===== config.mk =====
export PLATFORM = sky130hd
export DESIGN_NAME = bjh_ram
export DESIGN_NICKNAME = d
export VERILOG_FILES = /design/src/hw/rtl/bjh_ram.sv
export SDC_FILE = /design/constraint.sdc
export NUM_CORES = 2
export LEC_CHECK = 0
export BUFFER_PORTS_ARGS = -buffer_cell sky130_fd_sc_hd__buf_4
export CAP_MARGIN = 20
export CORE_MARGIN = 4
export CORE_UTILIZATION = 57
export DETAILED_ROUTE_END_ITERATION = 6
export GPL_TIMING_DRIVEN = 1
export PLACE_DENSITY = 0.76
export SYNTH_ARGS = -nofsm -noshare
export SYNTH_HDL_FRONTEND = slang
export SYNTH_SLANG_ARGS = --single-unit

===== constraint.sdc =====
create_clock -name clk_i -period 4.5 [get_ports clk_i]
set_input_delay 0.9 -clock clk_i [delete_from_list [all_inputs] [get_ports clk_i]]
set_output_delay 0.9 -clock clk_i [all_outputs]
set_load 0.03 [all_outputs]

===== src/hw/rtl/bjh_ram.sv =====
// Generic single-port-write, single-port-read RAM with registered read.
module bjh_ram #(
  parameter int unsigned Width = 40,
  parameter int unsigned Depth = 64
) (
  input  logic                     clk_i,
  input  logic                     we_i,
  input  logic [$clog2(Depth)-1:0] waddr_i,
  input  logic [Width-1:0]         wdata_i,
  input  logic [$clog2(Depth)-1:0] raddr_i,
  output logic [Width-1:0]         rdata_o
);

  logic [Width-1:0] mem_q [Depth];

  always_ff @(posedge clk_i) begin
    if (we_i) begin
      mem_q[waddr_i] <= wdata_i;
    end
    rdata_o <= mem_q[raddr_i];
  end

endmodule


==> results.toml <==
[critical_path]
r2r-end = "rdata_o[32]"
cpMaxStageDelayCell = "a221oi_1"
cp_cell_sequence = "buf_8, buf_12, buf_4, mux4_2, mux2_2, a221oi_1, nor4_1"
r2r_start = "mem_q[9][32]"
crit_path_start_kind = "input port"
crit_type = "in2reg"
required_ps = 5220
critPathMaxFanout = 45
cp-end-kind = "flop"
slowest_delay_ps = 800
cp.arrival_ps = 3670
worst_r2r_path_depth = 4
reg2reg_slack_ps = 2270

[clocking]
clkSinkCount = 2600
cts_buffer_depth = 3
root_buffer = "clkbuf_16"
h-tree-depth = 4
post_cts_buffers = 0
worstSkewPairLatency_ps = 860
cts_tree = "yes"
ctsHoldBuffers = 0
post_cts_resized = 0
numCtsBuffers = 234
path_clk_slew_ps = 60

[floorplan]
die_height_um = 422.3
die_w_um = 422.3
core_region_area_um2 = 170000
die_area_um2 = 178300
ios = 94
row_count = 151
start_util_pct = 57.54

[synth]
synth_cells = 4195
syn_area_um2 = 97840
ys_seq_elements = 2600
yosysSeqAreaShare_pct = 79.39
ys_warn_count = 0
syn_nets = 4249
synth_xor_area_share_pct = 0
synthMuxAreaShare_pct = 15.59
synth_compound_area_share_pct = 2.677
synth.distinct_cells = 36
synth_top_family_by_area = "multiplexers"
avgSynthCellArea_um2 = 23.32
synthAdderAreaFrac_pct = 0
synth_simple_gate_area_share_pct = 1.076

[sta]
rsz0062_at_grt = "false"
fmax_mhz = 338.4
finalMaxSlewViolations = 0
tns_ps = 0
final_hold_viol_count = 0
setup_viol = 0
slew_headroom_pct = 32.18
fin_crit_sh_pct = 65.67
skew_ps = 31.69
finalCriticalPeriod_ps = 2955
tightest_slew_ps = 1017

[min_path]
hold-path-endpoint = "rdata_o[6]"
whs_path_depth = 3
hp-class = "in2reg"
worstHoldStart = "raddr_i[4]"

[final_layout]
layout-drive-gt1-share_pct = 29.00
post-route-util_pct = 64.99
fillCellCount = 10310
area_growth_pct = 12.95
multi_input_area_um2 = 19440
fin_nets = 4556
regArea_um2 = 77670

[drt]
dr_total_vias = 48220
highest_layer = "met5"
wl_met3_um = 29900
routedWlPerCell_um = 36.24
drc_errors = 0
wl_met2_um = 120800
drt_iter0_markers = 7669
drtAntennaViolNets = 0
drt-met1-wl_um = 87870
wl_um = 251300
first_pass_iters = 6
vias_per_cell = 6.951

[global_route]
grt_pass1_vias = 48990
grt_start_max_net_pins = 74
grt_pass1_wl_um = 360500
antenna_found_initial = 5
grt_overflow = 0
grt.total_usage_pct = 28.39

[power]
irDropWorstVdd_uv = 422.3
p_per_area_nw_per_um2 = 444.0
power.total_mw = 49.07
p_leak_nw = 34.48

[placement]
port_buffers = 93
gp_congestion = 0.8217
dpl.hpwl_um = 136900

[run]
drv_cap = 0

[status]
status = "completed"
[state kept, by name, indices dropped and copies added (netlist names)]
signal	count
rdata_o	40
mem_q	2560
[through the flow]
step	setup slack, ps	area (um2)	cells	hold WS, ps
2_1_floorplan	601.1	97850	4195	744.1
3_3_place_gp	272.0	102900	6483	785.7
3_5_place_dp	670.7	102900	6484	794.9
4_1_cts	1543	110500	6928	513.9
5_1_grt	1428	110500	6929	536.4
6_report	1545	110500	6936	555.6
[where the power goes]
group	internal [mW]	total [mW]	switching (mW)
combinational	0.940	2.52	1.58
clock	10.9	19.6	8.68
sequential	26.8	26.9	0.138
[placed cells by master, fill, tap and decap left out, types with 6 or more instances in the layout]
master,netlist,routed
o21a_1,8,8
a221oi_1,34,34
a211oi_1,6,6
clkinv_1,0,51
a22o_1,16,16
buf_12,0,55
o21ai_0,8,8
clkbuf_1,80,58
clkinvlp_4,0,13
nor2b_1,16,15
o21ai_1,14,14
a22oi_1,18,18
edfxtp_1,2560,2560
o221ai_1,42,42
nor2_1,97,35
nand3_1,8,8
buf_4,49,250
clkinv_2,0,41
dfxtp_1,40,40
nor4_1,34,32
clkinv_4,0,6
diode_2,0,8
o22a_1,26,26
mux2i_1,113,113
bufinv_16,0,18
o22ai_1,143,143
nand2_1,19,18
mux2_2,38,38
nand2b_1,13,11
nor2_4,0,62
clkbuf_8,0,8
and3_1,6,6
mux4_2,608,608
clkbuf_16,0,239
a21oi_1,68,68
[layout make-up]
class / instances / share of cell area [%]
tap: 2218 / 2.511
clock buffer: 305 / 5.709
clock inverter: 139 / 1.140
timing repair buffer: 309 / 2.740
multi-input combinational: 1357 / 17.59
antenna: 8 / 0.01812
sequential: 2600 / 70.29
[per-layer routing]
layer | track usage [%] | vias to the layer above
li1 | - | 18700
met1 | 39.31 | 25300
met2 | 44.35 | 3618
met3 | 6.253 | 597
met4 | 12.44 | 4
met5 | 0 | -
[cells in the mapped netlist]
library cell | number | share of area, %
nor3_1 | 3 | 0.015
nand2_1 | 19 | 0.073
and2_1 | 4 | 0.026
a211oi_1 | 6 | 0.046
o21ai_0 | 8 | 0.041
clkbuf_1 | 80 | 0.31
a21oi_1 | 68 | 0.35
o22a_1 | 26 | 0.23
or2_2 | 4 | 0.026
nand2b_1 | 13 | 0.083
dfxtp_1 | 40 | 0.82
and3_1 | 6 | 0.038
nor2_1 | 97 | 0.37
nor4_1 | 34 | 0.22
edfxtp_1 | 2560 | 79
a221oi_1 | 34 | 0.30
o22ai_1 | 143 | 0.91
mux4_2 | 608 | 14
or3_1 | 3 | 0.019
mux2_2 | 38 | 0.44
o21ai_1 | 14 | 0.072
buf_4 | 49 | 0.38
nand3_1 | 8 | 0.041
or3b_2 | 2 | 0.018
nor2b_1 | 16 | 0.10
a22oi_1 | 18 | 0.14
nand4_1 | 2 | 0.013
buf_6 | 8 | 0.092
a22o_1 | 16 | 0.14
nand4b_1 | 1 | 0.0090
buf_2 | 81 | 0.41
o221ai_1 | 42 | 0.38
buf_1 | 20 | 0.077
nand3b_1 | 3 | 0.023
mux2i_1 | 113 | 1.2
o21a_1 | 8 | 0.061
[cell families after synthesis]
family	count (synthesis)
AOI/OAI and AO/OA	383
buffers and inverters	238
DFF	2600
muxes	759
and+or+nand+nor	215
[worst max-delay path, delay by kind of cell]
kind | cells | cell delay (ps)
simple gates | 1 | 80
mux | 2 | 830
buf+inv | 3 | 990
compound gates | 1 | 800
[how the worst max path moves through the flow]
stage                     from            to  slack (ps)  depth (start not counted)
CTS                 raddr_i[0]   rdata_o[12]        1540                          7
finish              raddr_i[0]   rdata_o[12]        1550                          7
floorplan           waddr_i[5]  mem_q[39][0]         600                          4
global route        raddr_i[0]   rdata_o[25]        1430                          8
detailed placement  raddr_i[0]   rdata_o[12]         670                          7
global placement    raddr_i[0]   rdata_o[25]         270                          7
Note: power is estimated with default switching activity, not from simulation.
