==> src/hw/rtl/bjh_pkg.sv <==
// Shared constants and helpers for the B-spline joint histogram.
package bjh_pkg;

  localparam int unsigned MaxChannelsDef = 64;
  localparam int unsigned PixelBitsDef   = 16;
  localparam int unsigned FracBitsDef    = 16;

  localparam int unsigned BinW   = 40;
  localparam int unsigned ScaleW = 30;
  localparam int unsigned InPixW = 16;
  localparam int unsigned CountW = 7;
  localparam int unsigned CfgIdxW = 3;
  localparam int unsigned CfgDataW = 32;

  // Configuration register indexes
  localparam logic [CfgIdxW-1:0] CfgFixedMin   = 3'd0;
  localparam logic [CfgIdxW-1:0] CfgFixedScale = 3'd1;
  localparam logic [CfgIdxW-1:0] CfgMovingMin  = 3'd2;
  localparam logic [CfgIdxW-1:0] CfgMovingScale = 3'd3;
  localparam logic [CfgIdxW-1:0] CfgChanCount  = 3'd4;

  // Request codes
  localparam logic [2:0] ReqAccum     = 3'd0;
  localparam logic [2:0] ReqReadJoint = 3'd1;
  localparam logic [2:0] ReqReadFixed = 3'd2;
  localparam logic [2:0] ReqReadMove  = 3'd3;
  localparam logic [2:0] ReqClear     = 3'd4;

  localparam logic [BinW-1:0] BinMax = '1;

  // Saturating add of a bin and an increment
  function automatic logic [BinW-1:0] sat_add(input logic [BinW-1:0] a,
                                              input logic [BinW-1:0] b);
    logic [BinW:0] s;
    s = {1'b0, a} + {1'b0, b};
    return s[BinW] ? BinMax : s[BinW-1:0];
  endfunction

endpackage

==> src/hw/rtl/bjh_encoder.sv <==
// Channel coder: pixel to first channel and three B-spline weights, pipelined.
module bjh_encoder import bjh_pkg::*; #(
  parameter int unsigned MaxChannels = MaxChannelsDef,
  parameter int unsigned PixelBits   = PixelBitsDef,
  parameter int unsigned FracBits    = FracBitsDef
) (
  input  logic                           clk_i,
  input  logic                           start_i,
  input  logic [InPixW-1:0]              pixel_i,
  input  logic [InPixW-1:0]              min_i,
  input  logic [ScaleW-1:0]              scale_i,
  input  logic [$clog2(MaxChannels+1)-1:0] chans_i,
  output logic [$clog2(MaxChannels)-1:0] first_o,
  output logic [FracBits:0]              w0_o,
  output logic [FracBits:0]              w1_o,
  output logic [FracBits:0]              w2_o
);

  localparam int unsigned ChW  = $clog2(MaxChannels);
  localparam int unsigned CW   = $clog2(MaxChannels+1);
  localparam int unsigned ProdW = PixelBits + ScaleW;
  localparam int unsigned Shr  = 24 - FracBits;
  localparam logic [FracBits:0] One = {1'b1, {FracBits{1'b0}}};

  logic [PixelBits-1:0] p, lo, d;
  logic [ProdW-1:0] prod_d, prod_q;
  logic [ProdW-1:0] pos;
  logic [ProdW-FracBits-1:0] ch;
  logic [CW-1:0] chans_q;
  logic [ChW-1:0] first_d;
  logic [FracBits:0] t_d, u;
  logic [2*FracBits+1:0] uu_d, tt_d, uu_q, tt_q;
  logic [FracBits:0] w0, w2;

  // Stage 1: difference times scale
  assign p  = pixel_i[PixelBits-1:0];
  assign lo = min_i[PixelBits-1:0];
  assign d  = (p > lo) ? p - lo : '0;
  assign prod_d = ProdW'(d) * ProdW'(scale_i);

  // Stage 2: split, top-end clamp, squares
  assign pos = prod_q >> Shr;
  assign ch  = pos[ProdW-1:FracBits];
  always_comb begin
    if (ch >= (ProdW-FracBits)'(chans_q - CW'(2))) begin
      first_d = ChW'(chans_q - CW'(3));
      t_d     = One;
    end else begin
      first_d = ch[ChW-1:0];
      t_d     = {1'b0, pos[FracBits-1:0]};
    end
  end
  assign u    = One - t_d;
  assign uu_d = (2*FracBits+2)'(u) * (2*FracBits+2)'(u);
  assign tt_d = (2*FracBits+2)'(t_d) * (2*FracBits+2)'(t_d);

  // Stage 3: weights
  assign w0 = (FracBits+1)'(uu_q >> (FracBits+1));
  assign w2 = (FracBits+1)'(tt_q >> (FracBits+1));

  always_ff @(posedge clk_i) begin
    if (start_i) begin
      prod_q  <= prod_d;
      chans_q <= chans_i;
    end
    uu_q    <= uu_d;
    tt_q    <= tt_d;
    first_o <= first_d;
    w0_o    <= w0;
    w2_o    <= w2;
    w1_o    <= One - w0 - w2;
  end

endmodule

==> config.mk <==
export PLATFORM = sky130hd
export DESIGN_NAME = bjh_encoder
export DESIGN_NICKNAME = d
export VERILOG_FILES = /design/src/hw/rtl/bjh_pkg.sv /design/src/hw/rtl/bjh_encoder.sv
export SDC_FILE = /design/constraint.sdc
export NUM_CORES = 2
export LEC_CHECK = 0
export BUFFER_PORTS_ARGS = -buffer_cell sky130_fd_sc_hd__buf_4
export CAP_MARGIN = 20
export CORE_MARGIN = 3
export CORE_UTILIZATION = 30
export CTS_CLUSTER_SIZE = 12
export DETAILED_ROUTE_END_ITERATION = 12
export PLACE_DENSITY = 0.49
export SLEW_MARGIN = 10
export SYNTH_ARGS = -nofsm -noshare
export SYNTH_HDL_FRONTEND = slang
export SYNTH_SLANG_ARGS = --single-unit
==> constraint.sdc <==
create_clock -name clk_i -period 17.9 [get_ports clk_i]
set_input_delay 2.685 -clock clk_i [delete_from_list [all_inputs] [get_ports clk_i]]
set_output_delay 2.685 -clock clk_i [all_outputs]
set_load 0.05 [all_outputs]
==> impl_metrics.env <==
export IMPL_outcome="completed"
export IMPL_max_slew_margin_rel_pct=27.17
export IMPL_top_cells_by_count_synth="963 x sky130_fd_sc_hd__inv_1, 769 x sky130_fd_sc_hd__fa_1, 471 x sky130_fd_sc_hd__nand2_1"
export IMPL_synth_edff_count=45
export IMPL_worst_path_arrival_time_ns=12.27
export IMPL_drt_antenna_violating_nets=0
export IMPL_post_synth_top_area_fraction_pct=42.15
export IMPL_skew_ns=0.01630
export IMPL_r2r_start="chans_q[2]"
export IMPL_std_cell_rows=127
export IMPL_timing_final_setup_violations=0
export IMPL_hold_violations=0
export IMPL_detailed_place_hpwl_um=76250
export IMPL_groute_usage_overall_pct=15.38
export IMPL_hold_path_startpoint="tt_q[32]"
export IMPL_synth_top_cells_by_area="sky130_fd_sc_hd__fa_1 42%, sky130_fd_sc_hd__ha_1 13%, sky130_fd_sc_hd__inv_1 9.9%"
export IMPL_worstSetupPathType="input pin to flop"
export IMPL_synth_area_leader="sky130_fd_sc_hd__fa_1"
export IMPL_post_route_period_util_pct=67.37
export IMPL_ys_dominant_reg_cell="sky130_fd_sc_hd__dfxtp_1"
export IMPL_worstSkewPairLatency_ns=0.47
export IMPL_post_cts_repair_setup_buffers=0
export IMPL_syn_inst=4010
export IMPL_slowest_stage="sky130_fd_sc_hd__a211oi_1"
export IMPL_family_of_cells_with_the_greatest_summed_delay_on_the_critical_path="adder cells"
export IMPL_pin_count_of_the_biggest_net_entering_global_routing=84
export IMPL_synth_seq_cells=136
export IMPL_mappedNetlistArea_sq_um=36530
export IMPL_clk_path_buf_depth=2
export IMPL_global_route_peak_usage_layer="met2"
export IMPL_ff2ff_setup_slack_ns=5.99
export IMPL_post_drt_wl_per_cell_um=16.72
export IMPL_grt_util_met2_pct=24.09
export IMPL_grt_first_pass_wirelength_um=154500
export IMPL_synthToLayoutAreaGrowth_pct=8.845
export IMPL_timing_critical_path_required_ns=18.11
export IMPL_viasPerCell=4.576
export IMPL_io_buffer_count=127
export IMPL_number_of_distinct_library_cells_after_synthesis=79
export IMPL_number_of_antenna_violations_at_the_first_check_in_global_routing=2
export IMPL_ios=128
export IMPL_drt_iter0_drc=1260
export IMPL_layout_nets=5244
export IMPL_cts_sinks=136
export IMPL_timing_worst_slew_pin_value_ns=1.086
export IMPL_maxClockFrequency_mhz=82.93
export IMPL_synthesized_area_per_cell_sq_um=9.109
export IMPL_h_tree_level_count=4
export IMPL_synth_seq_area_share_pct=8.687
export IMPL_gr_util_met3_pct=2.024
export IMPL_clockRootBuffer="sky130_fd_sc_hd__clkbuf_16"
export IMPL_tritoncts="yes"
export IMPL_cap_violations=0
export IMPL_timing_critical_path_slowest_cell_delay_ns=0.96
export IMPL_cts_repair_resize_count=0
export IMPL_grt_util_met1_pct=22.96
export IMPL_final_layout_size_suffix_gt1_share_pct=5.841
export IMPL_timing_critical_path_buf_inv=9
export IMPL_grt_overflow=0
export IMPL_timing_setup_tns_ns=0
export IMPL_critPathMaxFanout=83
export IMPL_placeableCoreArea_sq_um=120400
export IMPL_post_cts_hold_buffer_count=0
export IMPL_synth_most_common_cell="sky130_fd_sc_hd__inv_1"
export IMPL_wl_um=94190
export IMPL_capturing_element_type_of_the_critical_path="flop"
export IMPL_crit_start="pixel_i[11]"
export IMPL_report_final_slew_viol_count=0
export IMPL_post_route_drc_count=0
export IMPL_gpl_final_weighted_congestion=0.8216
export IMPL_rsz0062_at_grt="false"
export IMPL_num_vias=25790
export IMPL_drt_pre_antenna_iters=5
export IMPL_grt_pass1_vias=27610
export IMPL_kind_of_start_point_of_the_critical_path="input pin"
export IMPL_floorplan_die_height_um=354.9
export IMPL_die_width_um=354.9
export IMPL_min_path_type="flop to flop"
export IMPL_antennaDiodeCount=0
export IMPL_start_util_pct=30.33
export IMPL_worst_path_most_repeated_cell="sky130_fd_sc_hd__fa_1"
export IMPL_synthesis_yosys_warnings=0
export IMPL_cts_made_buffers=17
export IMPL_die_area_sq_um=126000
export IMPL_clk_pin_slew_worst_paths_ns=0.06
export IMPL_ys_async_sr_fraction_pct=0
export IMPL_post_route_min_period_ns=12.06
-- worst paths after layout --
check | endpoint | cells past startpoint
worst min register to register | w2_o[15] | 0
worst min-delay path | w2_o[15] | 0
worst max register to register | uu_q[32] | 41
worst max-delay path | prod_q[43] | 32
-- cell usage in the layout (no fill, tap or decap), types with 7 or more instances in the layout --
cell / n
sky130_fd_sc_hd__nand2_1: 470
sky130_fd_sc_hd__o21ai_1: 11
sky130_fd_sc_hd__xnor2_1: 81
sky130_fd_sc_hd__nand4_1: 21
sky130_fd_sc_hd__inv_1: 963
sky130_fd_sc_hd__a21o_1: 34
sky130_fd_sc_hd__ha_1: 394
sky130_fd_sc_hd__conb_1: 24
sky130_fd_sc_hd__nand3b_1: 33
sky130_fd_sc_hd__nand2b_1: 14
sky130_fd_sc_hd__or3_1: 37
sky130_fd_sc_hd__nand3_1: 84
sky130_fd_sc_hd__xor2_1: 35
sky130_fd_sc_hd__dfxtp_1: 91
sky130_fd_sc_hd__nor3_1: 27
sky130_fd_sc_hd__clkbuf_16: 19
sky130_fd_sc_hd__a21boi_0: 7
sky130_fd_sc_hd__edfxtp_1: 45
sky130_fd_sc_hd__buf_4: 162
sky130_fd_sc_hd__o2111ai_1: 32
sky130_fd_sc_hd__nor2_1: 133
sky130_fd_sc_hd__o211ai_1: 9
sky130_fd_sc_hd__nand4b_1: 29
sky130_fd_sc_hd__a21oi_1: 81
sky130_fd_sc_hd__and3_1: 75
sky130_fd_sc_hd__and2_1: 132
sky130_fd_sc_hd__a211oi_1: 11
sky130_fd_sc_hd__fa_1: 769
sky130_fd_sc_hd__o21bai_1: 10
sky130_fd_sc_hd__o21a_1: 20
sky130_fd_sc_hd__nor2b_1: 13
sky130_fd_sc_hd__o21ai_0: 45
-- flip-flops by register name, indices dropped and copies added (netlist names) --
name	cells
w0_o	17
first_o	6
prod_q	38
w2_o	17
chans_q	7
w1_o	17
uu_q	17
tt_q	17
-- stage by stage --
stage	instances	hold WS, ns	setup slack, ns	util (%)	instance area [sq um]
after global routing	5635	0.3636	5.002	33.01	39760
after CTS	5634	0.3489	5.821	33.00	39740
after floorplan	4032	0.3308	7.638	-	36610
after global placement	5602	0.3393	5.289	32.49	39140
after detailed placement	5602	0.3394	5.304	32.49	39140
final	5635	0.3474	5.841	33.01	39760
-- final cells by class --
cell class | instances | area (sq um)
Clock buffer | 19 | 475.5
Clock inverter | 13 | 127.6
Fill cell | 12720 | 80690
Inverter | 969 | 3637
Multi-Input combinational cell | 2723 | 29100
Sequential cell | 136 | 3173
Tap cell | 1612 | 2017
Timing Repair Buffer | 163 | 1231
-- cell families after synthesis --
| kind of cell | synth area share, % |
|---|---|
| multiplexers | 0.1199 |
| XOR/XNOR | 2.829 |
| other | 0.02056 |
| buffers and inverters | 12.13 |
| adder cells (fa/ha/maj) | 55.64 |
| AND/OR/NAND/NOR | 14.90 |
| flip-flops | 8.687 |
| AO/OA/AOI/OAI | 5.666 |
-- per-layer routing --
layer	vias to the layer above	share of wire (%)
met2	635	44
li1	12190	-
met1	12890	50
met5	-	0
met3	64	5.4
met4	0	1.0
Power is not shown: default switching activity piles up to over one toggle a cycle in this logic, so the estimate is an artifact.
